===== config.mk =====
export PLATFORM = sky130hd
export DESIGN_NAME = imu_spc_ctrl
export DESIGN_NICKNAME = d
export VERILOG_FILES = /design/src/rtl/core/imu_spc_pkg.sv /design/src/rtl/core/imu_spc_ctrl.sv
export SDC_FILE = /design/constraint.sdc
export NUM_CORES = 1
export LEC_CHECK = 0
export ABC_AREA = 1
export BUFFER_PORTS_ARGS = -buffer_cell sky130_fd_sc_hd__buf_2
export CAP_MARGIN = 20
export CORE_ASPECT_RATIO = 0.5
export CORE_UTILIZATION = 25
export DETAILED_ROUTE_END_ITERATION = 6
export GPL_TIMING_DRIVEN = 0
export SLEW_MARGIN = 5
export SYNTH_ARGS = -nofsm -noshare
export SYNTH_HDL_FRONTEND = slang
export SYNTH_SLANG_ARGS = --single-unit

===== constraint.sdc =====
create_clock -name clk_i -period 2.24 [get_ports clk_i]
set_clock_uncertainty 0.2 [all_clocks]
set_input_delay 0.448 -clock clk_i [delete_from_list [all_inputs] [get_ports clk_i]]
set_output_delay 0.448 -clock clk_i [all_outputs]
set_load 0.03 [all_outputs]

===== src/rtl/core/imu_spc_pkg.sv =====
// Shared types and constants for the IMU stationary point capture core.
// Used by the controller, the datapath and the top level; no dependencies.
package imu_spc_pkg;

  localparam int SAMPLE_BITS = 16;
  localparam int SUM_BITS    = 40;
  localparam int VEC_W       = 40;
  localparam int FILT_W      = 32;
  localparam int TIME_W      = 32;
  localparam int CNT_W       = 16;
  localparam int CFG_W       = 32;
  localparam int CFG_IDX_W   = 3;

  // Register indexes of the configuration port
  localparam logic [CFG_IDX_W-1:0] REG_GYRO_ALPHA = 3'd0;
  localparam logic [CFG_IDX_W-1:0] REG_GYRO_LIMIT = 3'd1;
  localparam logic [CFG_IDX_W-1:0] REG_SETTLE     = 3'd2;
  localparam logic [CFG_IDX_W-1:0] REG_ACC_ALPHA  = 3'd3;
  localparam logic [CFG_IDX_W-1:0] REG_ACC_LIMIT  = 3'd4;
  localparam logic [CFG_IDX_W-1:0] REG_MAG_ALPHA  = 3'd5;
  localparam logic [CFG_IDX_W-1:0] REG_MAG_LIMIT  = 3'd6;
  localparam logic [CFG_IDX_W-1:0] REG_SENS_EN    = 3'd7;

  typedef enum logic [2:0] {
    FUNC_START, FUNC_STOP, FUNC_GYRO, FUNC_ACCEL, FUNC_MAGN
  } func_e;

  typedef enum logic [2:0] {
    KIND_STATUS, KIND_GSUM, KIND_GFILT, KIND_AFILT, KIND_MFILT
  } kind_e;

  typedef enum logic [1:0] {
    PH_STOPPED, PH_RESET, PH_MOVING, PH_STABLE
  } phase_e;

  // Filter bank selected for a mean/filter/deviation pass
  typedef enum logic [1:0] {
    FS_MEAN, FS_GYRO, FS_ACCEL, FS_MAGN
  } fsel_e;

  typedef enum logic [3:0] {
    OP_NONE, OP_LATCH, OP_START, OP_STOP, OP_MUL, OP_UPD, OP_SQ, OP_ACC,
    OP_GACT, OP_LOAD, OP_BREAK, OP_EMIT
  } dp_op_e;

  typedef enum logic [3:0] {
    ST_IDLE, ST_DISPATCH, ST_MUL, ST_UPD, ST_SQ, ST_ACC, ST_CHECK,
    ST_BREAK, ST_EMIT
  } ctl_state_e;

  typedef struct packed {
    dp_op_e     op;
    logic [1:0] axis;
    fsel_e      fsel;
    kind_e      kind;
    logic       last;
  } dp_cmd_t;

  typedef struct packed {
    logic [2:0] func;
    phase_e     phase;
    logic       sens_en;
    logic       sens_first;
    logic       exceeds;
    logic       still;
  } dp_stat_t;

endpackage


===== src/rtl/core/imu_spc_ctrl.sv =====
// Controller of the IMU stationary point capture core: sequences the
// datapath per item and drives both handshakes. Depends on imu_spc_pkg.
module imu_spc_ctrl (
  input  logic                   clk_i,
  input  logic                   rst_ni,
  input  logic                   in_valid_i,
  output logic                   in_ready_o,
  output logic                   out_valid_o,
  input  logic                   out_ready_i,
  input  imu_spc_pkg::dp_stat_t  stat_i,
  output imu_spc_pkg::dp_cmd_t   cmd_o
);

  imu_spc_pkg::ctl_state_e state_q, state_d;
  logic [1:0]              ax_q, ax_d, k_q, k_d;
  imu_spc_pkg::fsel_e      fsel_q, fsel_d, sens_sel;
  logic                    brk_q, brk_d, out_valid_q, out_valid_d, out_free;

  assign sens_sel = (stat_i.func == imu_spc_pkg::FUNC_ACCEL) ? imu_spc_pkg::FS_ACCEL
                                                             : imu_spc_pkg::FS_MAGN;
  assign out_free = !out_valid_q || out_ready_i;

  always_ff @(posedge clk_i or negedge rst_ni) begin
    if (!rst_ni) begin
      state_q     <= imu_spc_pkg::ST_IDLE;
      ax_q        <= '0;
      k_q         <= '0;
      fsel_q      <= imu_spc_pkg::FS_MEAN;
      brk_q       <= 1'b0;
      out_valid_q <= 1'b0;
    end else begin
      state_q     <= state_d;
      ax_q        <= ax_d;
      k_q         <= k_d;
      fsel_q      <= fsel_d;
      brk_q       <= brk_d;
      out_valid_q <= out_valid_d;
    end
  end

  // Next state and datapath commands
  always_comb begin
    state_d     = state_q;
    ax_d        = ax_q;
    k_d         = k_q;
    fsel_d      = fsel_q;
    brk_d       = brk_q;
    out_valid_d = out_valid_q && !out_ready_i;
    in_ready_o  = 1'b0;
    cmd_o.op    = imu_spc_pkg::OP_NONE;
    cmd_o.axis  = ax_q;
    cmd_o.fsel  = fsel_q;
    cmd_o.kind  = imu_spc_pkg::KIND_STATUS;
    cmd_o.last  = 1'b1;
    case (state_q)
      imu_spc_pkg::ST_IDLE: begin
        in_ready_o = 1'b1;
        if (in_valid_i) begin
          cmd_o.op = imu_spc_pkg::OP_LATCH;
          state_d  = imu_spc_pkg::ST_DISPATCH;
        end
      end
      imu_spc_pkg::ST_DISPATCH: begin
        brk_d   = 1'b0;
        k_d     = '0;
        ax_d    = '0;
        state_d = imu_spc_pkg::ST_EMIT;
        case (stat_i.func)
          imu_spc_pkg::FUNC_START: cmd_o.op = imu_spc_pkg::OP_START;
          imu_spc_pkg::FUNC_STOP:  cmd_o.op = imu_spc_pkg::OP_STOP;
          imu_spc_pkg::FUNC_GYRO: begin
            if (stat_i.phase != imu_spc_pkg::PH_STOPPED) begin
              fsel_d  = imu_spc_pkg::FS_MEAN;
              state_d = imu_spc_pkg::ST_MUL;
            end
          end
          imu_spc_pkg::FUNC_ACCEL, imu_spc_pkg::FUNC_MAGN: begin
            if (stat_i.phase == imu_spc_pkg::PH_STABLE && stat_i.sens_en) begin
              if (stat_i.sens_first) begin
                cmd_o.op   = imu_spc_pkg::OP_LOAD;
                cmd_o.fsel = sens_sel;
              end else begin
                fsel_d  = sens_sel;
                state_d = imu_spc_pkg::ST_SQ;
              end
            end
          end
          default: ;
        endcase
      end
      imu_spc_pkg::ST_MUL: begin
        cmd_o.op = imu_spc_pkg::OP_MUL;
        state_d  = imu_spc_pkg::ST_UPD;
      end
      imu_spc_pkg::ST_UPD: begin
        cmd_o.op = imu_spc_pkg::OP_UPD;
        if (ax_q == 2'd2) begin
          ax_d    = '0;
          state_d = (fsel_q == imu_spc_pkg::FS_MEAN) ? imu_spc_pkg::ST_SQ
                                                     : imu_spc_pkg::ST_EMIT;
        end else begin
          ax_d    = ax_q + 2'd1;
          state_d = imu_spc_pkg::ST_MUL;
        end
      end
      imu_spc_pkg::ST_SQ: begin
        cmd_o.op = imu_spc_pkg::OP_SQ;
        state_d  = imu_spc_pkg::ST_ACC;
      end
      imu_spc_pkg::ST_ACC: begin
        cmd_o.op = imu_spc_pkg::OP_ACC;
        if (ax_q == 2'd2) begin
          ax_d    = '0;
          state_d = imu_spc_pkg::ST_CHECK;
        end else begin
          ax_d    = ax_q + 2'd1;
          state_d = imu_spc_pkg::ST_SQ;
        end
      end
      imu_spc_pkg::ST_CHECK: begin
        if (stat_i.func == imu_spc_pkg::FUNC_GYRO) begin
          cmd_o.op = imu_spc_pkg::OP_GACT;
          if (stat_i.phase == imu_spc_pkg::PH_STABLE) begin
            if (stat_i.still) begin
              fsel_d  = imu_spc_pkg::FS_GYRO;
              state_d = imu_spc_pkg::ST_MUL;
            end else begin
              state_d = imu_spc_pkg::ST_BREAK;
            end
          end else begin
            state_d = imu_spc_pkg::ST_EMIT;
          end
        end else begin
          // Jump on a stable sensor breaks the point, else filter it
          state_d = stat_i.exceeds ? imu_spc_pkg::ST_BREAK : imu_spc_pkg::ST_MUL;
        end
      end
      imu_spc_pkg::ST_BREAK: begin
        cmd_o.op = imu_spc_pkg::OP_BREAK;
        brk_d    = 1'b1;
        state_d  = imu_spc_pkg::ST_EMIT;
      end
      imu_spc_pkg::ST_EMIT: begin
        if (brk_q) begin
          case (k_q)
            2'd0:    cmd_o.kind = imu_spc_pkg::KIND_GSUM;
            2'd1:    cmd_o.kind = imu_spc_pkg::KIND_GFILT;
            2'd2:    cmd_o.kind = imu_spc_pkg::KIND_AFILT;
            default: cmd_o.kind = imu_spc_pkg::KIND_MFILT;
          endcase
          cmd_o.last = (k_q == 2'd3);
        end
        if (out_free) begin
          cmd_o.op    = imu_spc_pkg::OP_EMIT;
          out_valid_d = 1'b1;
          if (brk_q && k_q != 2'd3) begin
            k_d = k_q + 2'd1;
          end else begin
            state_d = imu_spc_pkg::ST_IDLE;
          end
        end
      end
      default: state_d = imu_spc_pkg::ST_IDLE;
    endcase
  end

  assign out_valid_o = out_valid_q;

endmodule


== Word level (Yosys, flattened, before mapping) ==
Index checks and enable logic that the tools add are counted.

* Bits in registers: 12
* Input port bits: 13
* Output and inout bits: 14
* Logic and storage cells: 104

* $add $sub $neg: 2
* Eq/ne operators: 29
* Muxes and demuxes: 47
* Reduce and logical (&&, ||, !) cells: 20

{| class="wikitable"
|+ Operator list
! kind !! count
|-
| $pmux W4 S9 || 2
|-
| $mux W4 || 16
|-
| $mux W2 || 14
|-
| $eq A4 B3 Y1 const B || 4
|-
| $ne A2 B2 Y1 const B || 8
|-
| $pmux W2 S2 || 4
|-
| $pmux W4 S3 || 1
|-
| $reduce_bool A2 Y1 || 5
|-
| $ne A3 B3 Y1 const B || 3
|-
| $pmux W3 S3 || 1
|-
| $eq A2 B2 Y1 const B || 4
|-
| $eq A4 B2 Y1 const B || 2
|-
| $pmux W4 S2 || 1
|-
| $reduce_and A8 Y1 || 1
|-
| $eq A3 B2 Y1 const B || 2
|-
| $mux W3 || 2
|-
| $reduce_and A3 Y1 || 2
|-
| $mux W1 || 5
|-
| $add A2 B1 Y2 const B || 2
|-
| $eq A4 B1 Y1 const B || 1
|-
| $eq A4 B4 Y1 const B || 1
|-
| $logic_not A2 Y1 || 2
|-
| $logic_not A4 Y1 || 1
|-
| $reduce_or A2 Y1 || 2
|-
| other kinds (9) || 12
|}

== Depth between registers and ports, before layout ==
* Depth in word-level cells: 6
* Gate-level depth with buffers: 9
* Gate-level depth less buffers: 9

== Worst setup path before layout ==
No wires, ideal clock.

* Path kind: reg2out
* From: reg state_q[1]
* To: out cmd_o[8] (netlist bit)
* Arrival: 1.437 ns
* Setup slack: 0.155 ns
* Stages on the path, launching flop included: 6
* Path through: dfrtp_1 nor2_2 nand2_2 nor2_1 a21oi_1 nand3_1

{| class="wikitable"
|+ RTL lines
! what !! line !! source
|-
| start: declaration || imu_spc_ctrl.sv:14 || <nowiki>imu_spc_pkg::ctl_state_e state_q, state_d;</nowiki>
|-
| start signal: assignment || imu_spc_ctrl.sv:25 || <nowiki>state_q <= imu_spc_pkg::ST_IDLE;</nowiki>
|-
| start signal: assignment || imu_spc_ctrl.sv:32 || <nowiki>state_q <= state_d;</nowiki>
|-
| end: declaration || imu_spc_ctrl.sv:11 || <nowiki>output imu_spc_pkg::dp_cmd_t cmd_o</nowiki>
|}

==> flow_metrics.tcl <==
set metrics [dict create \
    hold_viol_final 0 \
    fin_nets 196 \
    cts-buffers-inserted 3 \
    clockBufferDepth 2 \
    yosys-top-cells-area "dfrtp_1 32%, nand2_1 16%, nand3_1 7.9%, inv_1 7.1%, nor2_1 6.0%" \
    rows 15 \
    cp.required_ns 1.59 \
    viasPerCell 4.37 \
    pre_cts_ws_ns 0.0992 \
    antenna_found_initial 0 \
    outcome "completed" \
    ant_nets 0 \
    cts_tree "yes" \
    dr_wl_met2_um 1140 \
    hold_path_class "primary input to flip-flop" \
    grt_remaining_overflow 0 \
    grt_start_max_net_pins 13 \
    post_synth_inst_count 142 \
    critPathMaxFanout 5 \
    routedWlPerCell_um 10.2 \
    cap_violations 0 \
    synth-seq-area-share_pct 31.7 \
    endpoint_kind "output pin" \
    wl_met3_um 78 \
    synth_edf_count 0 \
    drtPass1Iterations 4 \
    initial_core_util_pct 26.8 \
    fp.coreArea_um2 3530 \
    worstMarginPinSlew_ns 0.282 \
    clk_latency_ns 0.24 \
    holdPathStages 2 \
    worstPathArrival_ns 1.57 \
    drc 0 \
    syn_to_final_growth_pct 38.0 \
    worst_slack_ns 0.0248 \
    io_buffers 26 \
    num_antenna_cells 0 \
    drv_slew 0 \
    grt_pass1_wl_um 3530 \
    ys_async_sr_fraction_pct 100 \
    rsz0062_at_grt "yes" \
    synth_cell_types 24 \
    critical_path_class "flip-flop to output pin" \
    clkTransAtPathRegs_ns 0.06 \
    fp.dieW_um 89.0 \
    routed_wl_um 2370 \
    ios 27 \
    r2r_end "k_q[1]$_DFFE_PN0P_" \
    synth-seq-cells 12 \
    p_leak_uw 0.000670 \
    wl_met1_um 1150 \
    setup_viol 0 \
    fmax_mhz 451 \
    r2r_cells 9 \
    cts_num_sinks 12 \
    synth_most_common_cell "nand2_1" \
    ys.flop_type "dfrtp_1" \
    dp_cells 219 \
    synth_area_um2 946 \
    min_to "out_valid_o$_DFF_PN0_" \
    start_kind "flip-flop" \
    drt_iter0_drc 43 \
    layout_min_cycle_time_ns 2.22 \
    p_per_area_nw_per_um2 1090 \
    gp_congestion 0.800 \
    clockRootBuffer "clkbuf_8" \
    fin_crit_sh_pct 98.9 \
    synth_common_cells "41 x nand2_1, 18 x inv_1, 15 x nand3_1, 15 x nor2_1, 12 x dfrtp_1" \
    r2r_slack_ns 0.64 \
    yosys_warnings 0 \
    highest-signal-layer "met3" \
    relSlewSlack_pct 81.2 \
    grtUsageTotal_pct 11.6 \
    final_cells 231 \
    cts-htree-levels 1 \
    dieArea_um2 4050 \
    hpwl_um 1850 \
    min-delay-start "out_ready_i" \
    syn_area_per_cell_um2 6.66 \
    syn_nets 157 \
    yosysTopAreaCellShare_pct 31.7 \
    rr_startpoint "state_q[1]$_DFFE_PN0P_" \
    layout-drive-gt1-share_pct 34.4 \
    synth_largest_area_cell "dfrtp_1" \
    grt_pass1_vias 837 \
    vias 1010 \
    irDropWorstVdd_v 0.000251 \
    die_h_um 45.5 \
]
layer usage:
metal	vias to the layer above	track usage, %
li1	534	-
met1	453	16.1
met2	23	19.2
met4	0	3.81
met3	0	1.27
met5	-	0
placed cells by master, fill, tap and decap left out, types with 3 or more instances in the layout:
cell type,synthesis,final
nand4_1,3,3
inv_1,18,16
buf_2,0,20
a21oi_1,5,4
nor2_1,15,12
nand2_2,6,7
buf_4,0,12
nor2_2,1,4
nand2_1,41,40
inv_2,1,3
clkbuf_8,0,4
nand3_1,15,14
dfrtp_1,12,10
o21ai_0,7,6
report_power, final:
part | total (uW) | leakage, uW | switching (uW) | internal [uW]
clock | 241 | 0.0000288 | 85.1 | 155
sequential | 358 | 0.000159 | 71.4 | 287
combinational | 827 | 0.000483 | 532 | 295
layout make-up:
cell class / instances / area, um2
clock buffers: 4 / 55.1
flip-flops and latches: 12 / 303
fillers: 378 / 2220
inverters: 20 / 80.1
multi-input cells: 110 / 592
well taps: 51 / 63.8
repair buffers: 34 / 211
cells by family after synthesis:
kind of cell             share of synthesized area, %
adder cells (fa/ha/maj)                          2.65
buffers and inverters                            8.07
AND/OR/NAND/NOR                                  46.0
flip-flops                                       31.7
AO/OA/AOI/OAI                                    11.5
metrics by stage:
step                hold WS [ns]  setup TNS (ns)  area, um2  utilization, %  total power [uW]
global route               0.277         -0.0885       1310            37.0              1530
floorplan                -0.0476               0        946               -               869
global placement           0.144               0       1140            32.3              1050
CTS                        0.211        -0.00118       1220            34.7              1330
detailed placement         0.148               0       1140            32.3              1060
finish                     0.242               0       1310            37.0              1430
how the worst max path moves through the flow:
| stage | startpoint | endpoint | slack (ns) | depth (start not counted) |
|---|---|---|---|---|
| 2_1_floorplan | state_q[1]$_DFFE_PN0P_ | cmd_o[8] | 0.15 | 5 |
| 3_3_place_gp | stat_i[4] | cmd_o[8] | 0.11 | 10 |
| 3_5_place_dp | stat_i[7] | cmd_o[8] | 0.1 | 9 |
| 4_1_cts | state_q[0]$_DFFE_PN0P_ | cmd_o[4] | -0.001 | 7 |
| 5_1_grt | state_q[1]$_DFFE_PN0P_ | cmd_o[1] | -0.05 | 7 |
| 6_report | state_q[1]$_DFFE_PN0P_ | cmd_o[1] | 0.02 | 7 |
timing repair:
item / in CTS / in global routing
setup buffers: 0 / 7
setup endpoints to repair: 5 / 6
pin swaps: 0 / 2
gates resized for setup: 8 / 15
endpoints found under the hold margin: 12 / 0
gates cloned: 0 / 0
hold buffers: 1 / 0
flip-flops by register name, indices dropped and copies added, names as in the netlist:
signal and cells:
out_valid_o 1, fsel_q 2, k_q 2, ax_q 2, state_q 4, brk_q 1
worst max-delay path, stage by stage (launching register included):
cell	delay, ns
dfrtp_2	0.44
nor2_2	0.12
nand2_2	0.08
nor2_4	0.16
inv_2	0.06
or2_0	0.21
nor2_1	0.10
buf_4	0.16
No activity file was read; power rests on OpenSTA's default activity.
